File: src/sv/assert_macros.svh
// Assertion macros shared by the framer RTL.
// Standalone header; no other file is needed to use it.
`ifndef ASSERT_MACROS_SVH
`define ASSERT_MACROS_SVH

// Clocked assertion, masked while reset is asserted (active low).
`define MBMF_ASSERT(lbl, clk, rst_n, prop, msg) \
    lbl: assert property (@(posedge clk) disable iff (!(rst_n)) (prop)) else $error(msg);

// Clocked assertion that is also checked while reset is asserted.
`define MBMF_ASSERT_ALWAYS(lbl, clk, prop, msg) \
    lbl: assert property (@(posedge clk) (prop)) else $error(msg);

`endif

File: src/sv/mbmf_pkg.sv
// Package for the MIDI byte message framer: parse state, byte codes, flag types.
// No dependencies.
`timescale 1ns / 1ps

package mbmf_pkg;

    // Byte code boundaries and system codes
    localparam logic [7:0] DATA_LAST        = 8'h7F;
    localparam logic [7:0] STATUS_FIRST     = 8'h80;
    localparam logic [7:0] ONE_PARAM_FIRST  = 8'hC0;
    localparam logic [7:0] ONE_PARAM_LAST   = 8'hDF;
    localparam logic [7:0] CHAN_LAST        = 8'hEF;
    localparam logic [7:0] SYSEX_START      = 8'hF0;
    localparam logic [7:0] MTC_QUARTER      = 8'hF1;
    localparam logic [7:0] SONG_POSITION    = 8'hF2;
    localparam logic [7:0] SONG_SELECT      = 8'hF3;
    localparam logic [7:0] SYSEX_END        = 8'hF7;
    localparam logic [7:0] SYS_COMMON_LAST  = 8'hF7;
    localparam logic [7:0] REALTIME_FIRST   = 8'hF8;
    localparam logic [7:0] BYTE_MAX         = 8'hFF;

    typedef enum logic [2:0] {
        ST_UNKNOWN    = 3'd0,
        ST_ONE        = 3'd1,
        ST_ONE_CONT   = 3'd2,
        ST_TWO_FIRST  = 3'd3,
        ST_TWO_SECOND = 3'd4,
        ST_TWO_CONT   = 3'd5,
        ST_SYSEX      = 3'd6
    } t_parse_state;

    typedef struct packed {
        logic starts_message;
        logic running_status_repeat;
    } t_flags;

    typedef struct packed {
        logic [7:0] echoed_byte;
        t_flags     flags;
    } t_result;

endpackage

File: src/sv/mbmf_byte_if.sv
// Input channel interface: one raw MIDI byte per word.
// No dependencies.
`timescale 1ns / 1ps

interface mbmf_byte_if;
    logic       valid;
    logic       ready;
    logic [7:0] midi_byte;

    modport source (output valid, output midi_byte, input ready);
    modport sink   (input valid, input midi_byte, output ready);
endinterface

File: src/sv/mbmf_msg_if.sv
// Output channel interface: echoed byte plus framing flags per word.
// No dependencies.
`timescale 1ns / 1ps

interface mbmf_msg_if;
    logic       valid;
    logic       ready;
    logic [7:0] echoed_byte;
    logic       starts_message;
    logic       running_status_repeat;

    modport source (output valid, output echoed_byte, output starts_message,
                    output running_status_repeat, input ready);
    modport sink   (input valid, input echoed_byte, input starts_message,
                    input running_status_repeat, output ready);
endinterface

File: src/sv/mbmf_decode.sv
// Combinational byte decoder: next parse state and framing flags.
// Depends on mbmf_pkg.
`timescale 1ns / 1ps

module mbmf_decode
    import mbmf_pkg::*;
(
    input  t_parse_state i_state,
    input  logic [7:0]   i_byte,
    output t_parse_state o_next_state,
    output t_flags       o_flags
);

    t_parse_state st_eff;

    // Fold the unused code into unknown
    always_comb begin
        case (i_state) inside
            ST_ONE, ST_ONE_CONT, ST_TWO_FIRST, ST_TWO_SECOND, ST_TWO_CONT,
            ST_SYSEX: begin
                st_eff = i_state;
            end
            default: begin
                st_eff = ST_UNKNOWN;
            end
        endcase
    end

    // Next state
    always_comb begin
        case (i_byte) inside
            [REALTIME_FIRST:BYTE_MAX]: o_next_state = st_eff;
            SYSEX_START:               o_next_state = ST_SYSEX;
            MTC_QUARTER, SONG_SELECT:  o_next_state = ST_ONE;
            SONG_POSITION:             o_next_state = ST_TWO_FIRST;
            [SYSEX_START:SYS_COMMON_LAST]: o_next_state = ST_UNKNOWN;
            [ONE_PARAM_FIRST:ONE_PARAM_LAST]: o_next_state = ST_ONE;
            [STATUS_FIRST:CHAN_LAST]:  o_next_state = ST_TWO_FIRST;
            default: begin
                case (st_eff)
                    ST_ONE:        o_next_state = ST_ONE_CONT;
                    ST_TWO_FIRST:  o_next_state = ST_TWO_SECOND;
                    ST_TWO_SECOND: o_next_state = ST_TWO_CONT;
                    ST_TWO_CONT:   o_next_state = ST_TWO_SECOND;
                    default:       o_next_state = st_eff;
                endcase
            end
        endcase
    end

    // Flags
    always_comb begin
        o_flags = '0;
        case (i_byte) inside
            SYSEX_END: begin
                o_flags.starts_message = (st_eff != ST_SYSEX);
            end
            [STATUS_FIRST:BYTE_MAX]: begin
                o_flags.starts_message = 1'b1;
            end
            default: begin
                o_flags.starts_message        = (st_eff == ST_UNKNOWN);
                o_flags.running_status_repeat = (st_eff == ST_ONE_CONT) ||
                                                (st_eff == ST_TWO_CONT);
            end
        endcase
    end

endmodule

File: src/sv/mbmf_result_reg.sv
// Result register stage with valid/ready toward the output channel.
// Depends on mbmf_pkg and assert_macros.svh.
`timescale 1ns / 1ps
`include "assert_macros.svh"

module mbmf_result_reg
    import mbmf_pkg::*;
(
    input  logic    i_clk,
    input  logic    i_rst_n,
    input  logic    i_load,
    input  t_result i_data,
    input  logic    i_out_ready,
    output logic    o_can_load,
    output logic    o_valid,
    output t_result o_data
);

    logic    r_valid;
    logic    n_valid;
    t_result r_data;

    // Free when empty or when the held word leaves this cycle
    assign o_can_load = !r_valid || i_out_ready;

    always_comb begin
        n_valid = r_valid;
        if (i_load) begin
            n_valid = 1'b1;
        end else if (i_out_ready) begin
            n_valid = 1'b0;
        end
    end

    always_ff @(posedge i_clk) begin
        if (!i_rst_n) begin
            r_valid <= 1'b0;
        end else begin
            r_valid <= n_valid;
        end
    end

    always_ff @(posedge i_clk) begin
        if (i_load) begin
            r_data <= i_data;
        end
    end

    assign o_valid = r_valid;
    assign o_data  = r_data;

    `MBMF_ASSERT_ALWAYS(a_rst_clears, i_clk, !i_rst_n |=> !r_valid, "valid after reset")
    `MBMF_ASSERT(a_load_sets, i_clk, i_rst_n, i_load |=> r_valid, "load lost")
    `MBMF_ASSERT(a_load_data, i_clk, i_rst_n, i_load |=> (r_data == $past(i_data)), "data not captured")
    `MBMF_ASSERT(a_no_overwrite, i_clk, i_rst_n, (r_valid && !i_out_ready) |-> !o_can_load, "overwrite of held word")

endmodule

File: src/sv/midi_byte_message_framer_core.sv
// Top level of the MIDI byte message framer: parse state register,
// decoder and result register. Depends on mbmf_pkg, both channel
// interfaces, mbmf_decode and mbmf_result_reg.
`timescale 1ns / 1ps

//  channel | dir | word payload                                        | handshake
//  i_in    | in  | midi_byte[7:0]                                      | valid/ready
//  o_out   | out | echoed_byte[7:0], starts_message, running_status_rep | valid/ready
//
//  One word per cycle sustained while o_out takes words; a byte shows at o_out
//  in the cycle after it is taken. The rate is set by the single parse state
//  register, which the decoder reads and rewrites in the same cycle a byte is taken.
//  Synchronous active-low reset returns the parser to unknown and empties
//  the result register. A stalled o_out holds its word; i_in.ready drops
//  only while a held result is not being taken.

module midi_byte_message_framer_core
    import mbmf_pkg::*;
(
    input  logic        i_clk,
    input  logic        i_rst_n,
    mbmf_byte_if.sink   i_in,
    mbmf_msg_if.source  o_out
);

    t_parse_state r_state;
    t_parse_state n_state;
    t_flags       dec_flags;
    t_result      dec_result;
    t_result      out_result;
    logic         can_load;
    logic         in_accept;

    // Take a byte whenever the result register is free or draining
    assign i_in.ready = can_load;
    assign in_accept  = i_in.valid && can_load;

    // Decode the byte against the current parse state
    mbmf_decode u_decode (
        .i_state      (r_state),
        .i_byte       (i_in.midi_byte),
        .o_next_state (n_state),
        .o_flags      (dec_flags)
    );

    // Advance the parse state only on an accepted byte; hold otherwise
    always_ff @(posedge i_clk) begin
        if (!i_rst_n) begin
            r_state <= ST_UNKNOWN;
        end else if (in_accept) begin
            r_state <= n_state;
        end
    end

    // Echo the byte with its flags
    assign dec_result.echoed_byte = i_in.midi_byte;
    assign dec_result.flags       = dec_flags;

    mbmf_result_reg u_result (
        .i_clk       (i_clk),
        .i_rst_n     (i_rst_n),
        .i_load      (in_accept),
        .i_data      (dec_result),
        .i_out_ready (o_out.ready),
        .o_can_load  (can_load),
        .o_valid     (o_out.valid),
        .o_data      (out_result)
    );

    assign o_out.echoed_byte           = out_result.echoed_byte;
    assign o_out.starts_message        = out_result.flags.starts_message;
    assign o_out.running_status_repeat = out_result.flags.running_status_repeat;

endmodule

File: src/flat_wrapper.sv
// flat-port wrapper written by rule: the top's interface ports become plain ports
module midi_byte_message_framer_core_flat import mbmf_pkg::*;
  (i_clk, i_rst_n, i_in_valid, i_in_midi_byte, i_in_ready, o_out_valid, o_out_echoed_byte, o_out_starts_message, o_out_running_status_repeat, o_out_ready);
  mbmf_byte_if i_in_i ();
  mbmf_msg_if o_out_i ();
  input  logic i_clk;
  input  logic i_rst_n;
  input wire logic [$bits(i_in_i.valid)-1:0] i_in_valid;
  input wire logic [$bits(i_in_i.midi_byte)-1:0] i_in_midi_byte;
  output wire logic [$bits(i_in_i.ready)-1:0] i_in_ready;
  output wire logic [$bits(o_out_i.valid)-1:0] o_out_valid;
  output wire logic [$bits(o_out_i.echoed_byte)-1:0] o_out_echoed_byte;
  output wire logic [$bits(o_out_i.starts_message)-1:0] o_out_starts_message;
  output wire logic [$bits(o_out_i.running_status_repeat)-1:0] o_out_running_status_repeat;
  input wire logic [$bits(o_out_i.ready)-1:0] o_out_ready;
  assign i_in_i.valid = i_in_valid;
  assign i_in_i.midi_byte = i_in_midi_byte;
  assign i_in_ready = i_in_i.ready;
  assign o_out_valid = o_out_i.valid;
  assign o_out_echoed_byte = o_out_i.echoed_byte;
  assign o_out_starts_message = o_out_i.starts_message;
  assign o_out_running_status_repeat = o_out_i.running_status_repeat;
  assign o_out_i.ready = o_out_ready;
  midi_byte_message_framer_core u_core (.i_clk(i_clk), .i_rst_n(i_rst_n), .i_in(i_in_i), .o_out(o_out_i));
endmodule
File: config.mk
export PLATFORM = sky130hd
export DESIGN_NAME = midi_byte_message_framer_core_flat
export DESIGN_NICKNAME = d
export VERILOG_FILES = /design/src/sv/mbmf_pkg.sv /design/src/sv/mbmf_byte_if.sv /design/src/sv/mbmf_msg_if.sv /design/src/sv/mbmf_decode.sv /design/src/sv/mbmf_result_reg.sv /design/src/sv/midi_byte_message_framer_core.sv /design/src/flat_wrapper.sv
export VERILOG_INCLUDE_DIRS = /design/src /design/src/sv
export SDC_FILE = /design/constraint.sdc
export NUM_CORES = 1
export LEC_CHECK = 0
export CORE_MARGIN = 8
export CORE_UTILIZATION = 35
export DETAILED_ROUTE_END_ITERATION = 16
export DONT_BUFFER_PORTS = 1
export GPL_TIMING_DRIVEN = 0
export PLACE_DENSITY_LB_ADDON = 0.12
export SYNTH_ARGS = -nofsm -noshare
export SYNTH_HDL_FRONTEND = slang
export SYNTH_HIERARCHICAL = 1
export SYNTH_SLANG_ARGS = --single-unit
File: constraint.sdc
create_clock -name i_clk -period 1.25 [get_ports i_clk]
set_input_delay 0.25 -clock i_clk [delete_from_list [all_inputs] [get_ports i_clk]]
set_output_delay 0.25 -clock i_clk [all_outputs]
set_load 0.02 [all_outputs]
Word-level counts from Yosys, hierarchy flattened
Index checks and enable logic that the tools add are counted.
{"block": "word_totals", "elab_cells": 58, "register_bits": 14, "in_bits": 12}
{"block": "classes", "muxes": 13, "order_cmp": 8, "n_eq_ne": 17, "n_reduce_logical": 15}
{"cell": "$eq 8x8->1 const B", "n": 5}
{"cell": "$ge 8x8->1 const B", "n": 4}
{"cell": "$le 8x8->1 const B", "n": 4}
{"cell": "$mux 3", "n": 8}
{"cell": "$eq 3x3->1 const B", "n": 5}
{"cell": "$eq 3x2->1 const B", "n": 4}
{"cell": "$pmux 3 s3", "n": 1}
{"cell": "$eq 3x1->1 const B", "n": 2}
{"cell": "$logic_and 1x1->1", "n": 6}
{"cell": "$reduce_or 2->1", "n": 3}
{"cell": "$reduce_or 6->1", "n": 1}
{"cell": "$mux 1", "n": 4}
{"cell": "$logic_not 3->1", "n": 1}
{"cell": "$ne 3x3->1 const B", "n": 1}
{"cell": "$logic_or 1x1->1", "n": 2}
{"cell": "$reduce_bool 2->1", "n": 1}
{"cell": "$logic_not 1->1", "n": 1}

Logic depth before layout (Yosys ltp)
{"block": "depth", "ltp_word": 13, "mapped_depth": 6, "mapped_depth_nobuf": 5}

Hierarchy
Netlist, hierarchy kept.
{"mod": "mbmf_result_reg", "area_each_um2": 349.1, "n_inst": 1, "seq_area_each_um2": 320.3, "cells_per_inst": 14}
{"mod": "mbmf_decode", "area_each_um2": 269.0, "n_inst": 1, "seq_area_each_um2": 0.0, "cells_per_inst": 42}
{"mod": "midi_byte_message_framer_core", "area_each_um2": 125.1, "n_inst": 1, "seq_area_each_um2": 60.1, "cells_per_inst": 13}

Worst setup path before layout
OpenSTA, ideal clock, no wires.
{"block": "synth_timing", "kind": "flip-flop to flip-flop", "from": "reg u_core.r_state[2]", "to": "reg u_core.r_state[1]", "n_path_buf": 1, "setup_time_ns": 0.118, "path_stages_with_launch": 7, "synth_period_minus_slack_ns": 1.191, "setup_slack_ns": 0.059, "arrival_ns": 1.074, "path_cell_list": "dfxtp_1 > buf_6 > and4bb_1 > o31ai_2 > a31oi_1 > nand4_1 > o21ai_2"}
{"block": "synth_between", "elab_chain_len": 13}
{"element": "start: declaration", "line": "midi_byte_message_framer_core.sv:26", "source": "t_parse_state r_state;"}
{"element": "start signal: assignment", "line": "midi_byte_message_framer_core.sv:51", "source": "r_state <= n_state;"}
{"element": "$eq 3x1->1 (no source line), or another cell as far along"}
{"element": "$reduce_or 6->1", "line": "mbmf_decode.sv:18", "source": "case (i_state) inside"}
{"element": "$mux 3 (*)", "line": "mbmf_decode.sv:18"}
{"element": "$eq 3x3->1 or $eq 3x2->1 (tied branches)", "line": "mbmf_decode.sv:40", "source": "case (st_eff)"}
{"element": "$reduce_or 2->1 (no source line)"}
{"element": "$pmux 3 s3", "line": "mbmf_decode.sv:40"}
{"element": "$mux 3 (6 in a row)", "line": "mbmf_decode.sv:31", "source": "case (i_byte) inside"}
{"element": "$mux 3 (*)", "line": "mbmf_decode.sv:31"}
{"element": "via u_core.n_state[1]", "line": "midi_byte_message_framer_core.sv:27", "source": "t_parse_state n_state;"}
The timed path passes the listed nets; every way through them passes the cells marked *.
A chain may end at the register's enable or synchronous reset.

Final worst setup path
{"block": "layout_timing", "from": "reg u_core.r_state[1]", "to": "reg u_core.r_state[1]"}
Same word-level chain as after synthesis.

==> reports/qor.yml <==
rsz0062_at_grt: "yes"
relSlewSlack_pct: 80.5
die_area_um2: 3850
skew_ns: 0.00249
syn_area_per_cell_um2: 10.8
clock_sinks: 14
cts.path.max_buffers: 2
h-tree-depth: 1
p_comb_share_pct: 14.7
maxSlewViolCount: 0
wl_per_cell_um: 15.6
arrival_ns: 1.42
synth-edff-count: 10
worst_slew_pin_slew_ns: 0.292
dr.pass1.iters: 4
hold_viol: 0
grt_max_degree: 15
cts_root_buffer: "clkbuf_4"
post-route-period-util_pct: 99.9
vias_per_cell: 5.44
run_status: "finished, final reports clean"
synth.distinct_cells: 29
cap_violations: 0
io_pins: 24
setup_viol: 0
drt_wl_total_um: 1690
antenna_found_initial: 0
ir_drop_mv: 0.496
crit_path_end_kind: "flop"
drt-initial-drc-count: 24
grt_pass1_wl_um: 2770
ys.warnings.count: 6
grt.busiest_layer: "met2"
gr-usage-met3_pct: 4.53
design_area_um2: 888
dpl_cell_area_um2: 777
crit_required_ns: 1.42
die_x_um: 62.1
syn_area_um2: 743
p_clk_share_pct: 26.6
start_util_pct: 37.5
die_h_um: 62.1
num_vias: 588
grtUsageTotal_pct: 9.94
hold_buffers: 0
nets: 94
grt_pass1_vias: 605
row_count: 16
drc_errors: 0
leakage_uw: 0.000321
clk_latency_ns: 0.27
cts_tree: "yes"
ys_ff_latch: 14
diodes: 0
switching_share_pct: 26.1
drive_gt1_share_pct: 34.6
worst_slack_ns: 0.00155
met1_usage_pct: 10.3
met2_usage_pct: 15.8
port_buffers: 0
area_growth_syn_to_layout_pct: 19.5
min_period_ns: 1.25
crit_type: "flop to flop"
core_region_area_um2: 1980
seqPwrFrac_pct: 58.8
synth_flop_cell: "edfxtp_1"
final_util_pct: 44.8
fmax_ghz: 0.801
intPower_uw: 718
synthArstFlopShare_pct: 0
start_kind: "flop"
grt.overflow.total: 0
clk_pin_slew_ns: 0.08
hpwl_um: 1140
final_antenna_net_count: 0
hold_path_class: "input pin to flop"
tns_ns: 0
synth_nets: 81
cp_max_fo: 4
dp_slack_ns: -0.0524
timing.hold.ws_ns: 0.0651
p_sw_uw: 254
netlist_instances: 69
place.gp.congestion: 0.702
powerDensity_nw_per_um2: 1090
cts_buffers: 3
synth-seq-area-share_pct: 51.2
-- cells in the final DEF (no fill, tap or decap), types with 2 or more instances in the layout --
cell / count
nand3_1: 2
buf_6: 3
nand2_1: 8
o21ai_0: 3
o31ai_2: 2
inv_1: 2
and2b_1: 2
nand4_1: 5
a31oi_1: 2
clkbuf_4: 3
edfxtp_1: 10
nor2_1: 4
o21ai_2: 3
dfxtp_2: 3
a31o_1: 2
buf_4: 8
-- cells in the mapped netlist (3+ instances only) --
| library cell | instances | area (µm²) |
|---|---|---|
| edfxtp_1 | 10 | 300 |
| nand2_1 | 8 | 30.0 |
| nand4_1 | 5 | 31.3 |
| nor2_1 | 5 | 18.8 |
| dfxtp_1 | 4 | 80.1 |
| buf_4 | 3 | 22.5 |
| o21ai_0 | 3 | 15.0 |
| o21ai_2 | 3 | 26.3 |
-- power by group through the flow --
stage | Combinational, µW | Clock, µW | Sequential, µW
after floorplan | 86.9 | 0 | 577
after global routing | 155 | 302 | 575
after detailed placement | 103 | 0 | 583
after global placement | 102 | 0 | 583
final | 143 | 258 | 571
after CTS | 133 | 278 | 573
-- final cells by class --
| type | count | area (µm²) |
|---|---|---|
| multi-input combinational | 49 | 338 |
| clock buffer | 3 | 22.5 |
| timing repair buffer | 8 | 57.6 |
| fill | 196 | 1090 |
| inverter | 2 | 7.51 |
| clock inverter | 1 | 3.75 |
| tap | 27 | 33.8 |
| sequential | 14 | 384 |
| buffer | 4 | 41.3 |
-- cells by family (layout without fill, tap and decap cells) --
family / Yosys count / after routing / share of synthesized area, %
AO/OA/AOI/OAI: 18 / 18 / 18.2
flip-flops: 14 / 14 / 51.2
buffers and inverters: 6 / 18 / 5.56
AND/OR/NAND/NOR: 31 / 31 / 25.1
-- final timing paths --
check                                  from  slack, ns  cells past startpoint                                   to
max          u_core/r_state[1]$_SDFFE_PN0P_      0.002                      6       u_core/r_state[1]$_SDFFE_PN0P_
min                       i_in_midi_byte[4]       0.07                      0  u_core/u_result/o_data[6]$_DFFE_PP_
max reg2reg  u_core/r_state[1]$_SDFFE_PN0P_      0.002                      6       u_core/r_state[1]$_SDFFE_PN0P_
min reg2reg  u_core/r_state[0]$_SDFFE_PN0P_       0.61                      3       u_core/r_state[0]$_SDFFE_PN0P_
-- worst max-delay path, cell delays in order, from the launching register on --
cell and delay, ns:
dfxtp_2 0.34, buf_6 0.12, and3b_1 0.17, o31ai_2 0.22, a31oi_1 0.13, nand4_1 0.11
o21ai_2 0.06
-- registers in the layout, indices dropped and copies added (netlist names) --
| register | count |
|---|---|
| u_core/u_result/o_data | 10 |
| u_core/r_state | 3 |
| u_core/u_result/o_valid | 1 |
-- timing repair --
item,4_1_cts,5_1_grt
endpoints found under the setup margin,1,3
setup buffers,7,0
pin swaps,4,6
gates cloned,2,0
endpoints found under the hold margin,0,0
resized for setup,5,4
-- layer usage --
metal	part of all wire (%)	vias up
li1	-	285
met1	41	278
met2	48	23
met3	10	2
met4	0.89	0
met5	0	-
-- stage by stage --
stage	cells	power, µW
after global routing	108	1030
after floorplan	69	664
final	108	972
after CTS	109	984
after detailed placement	96	686
after global placement	96	685
Power figures use the tool's default switching activity.
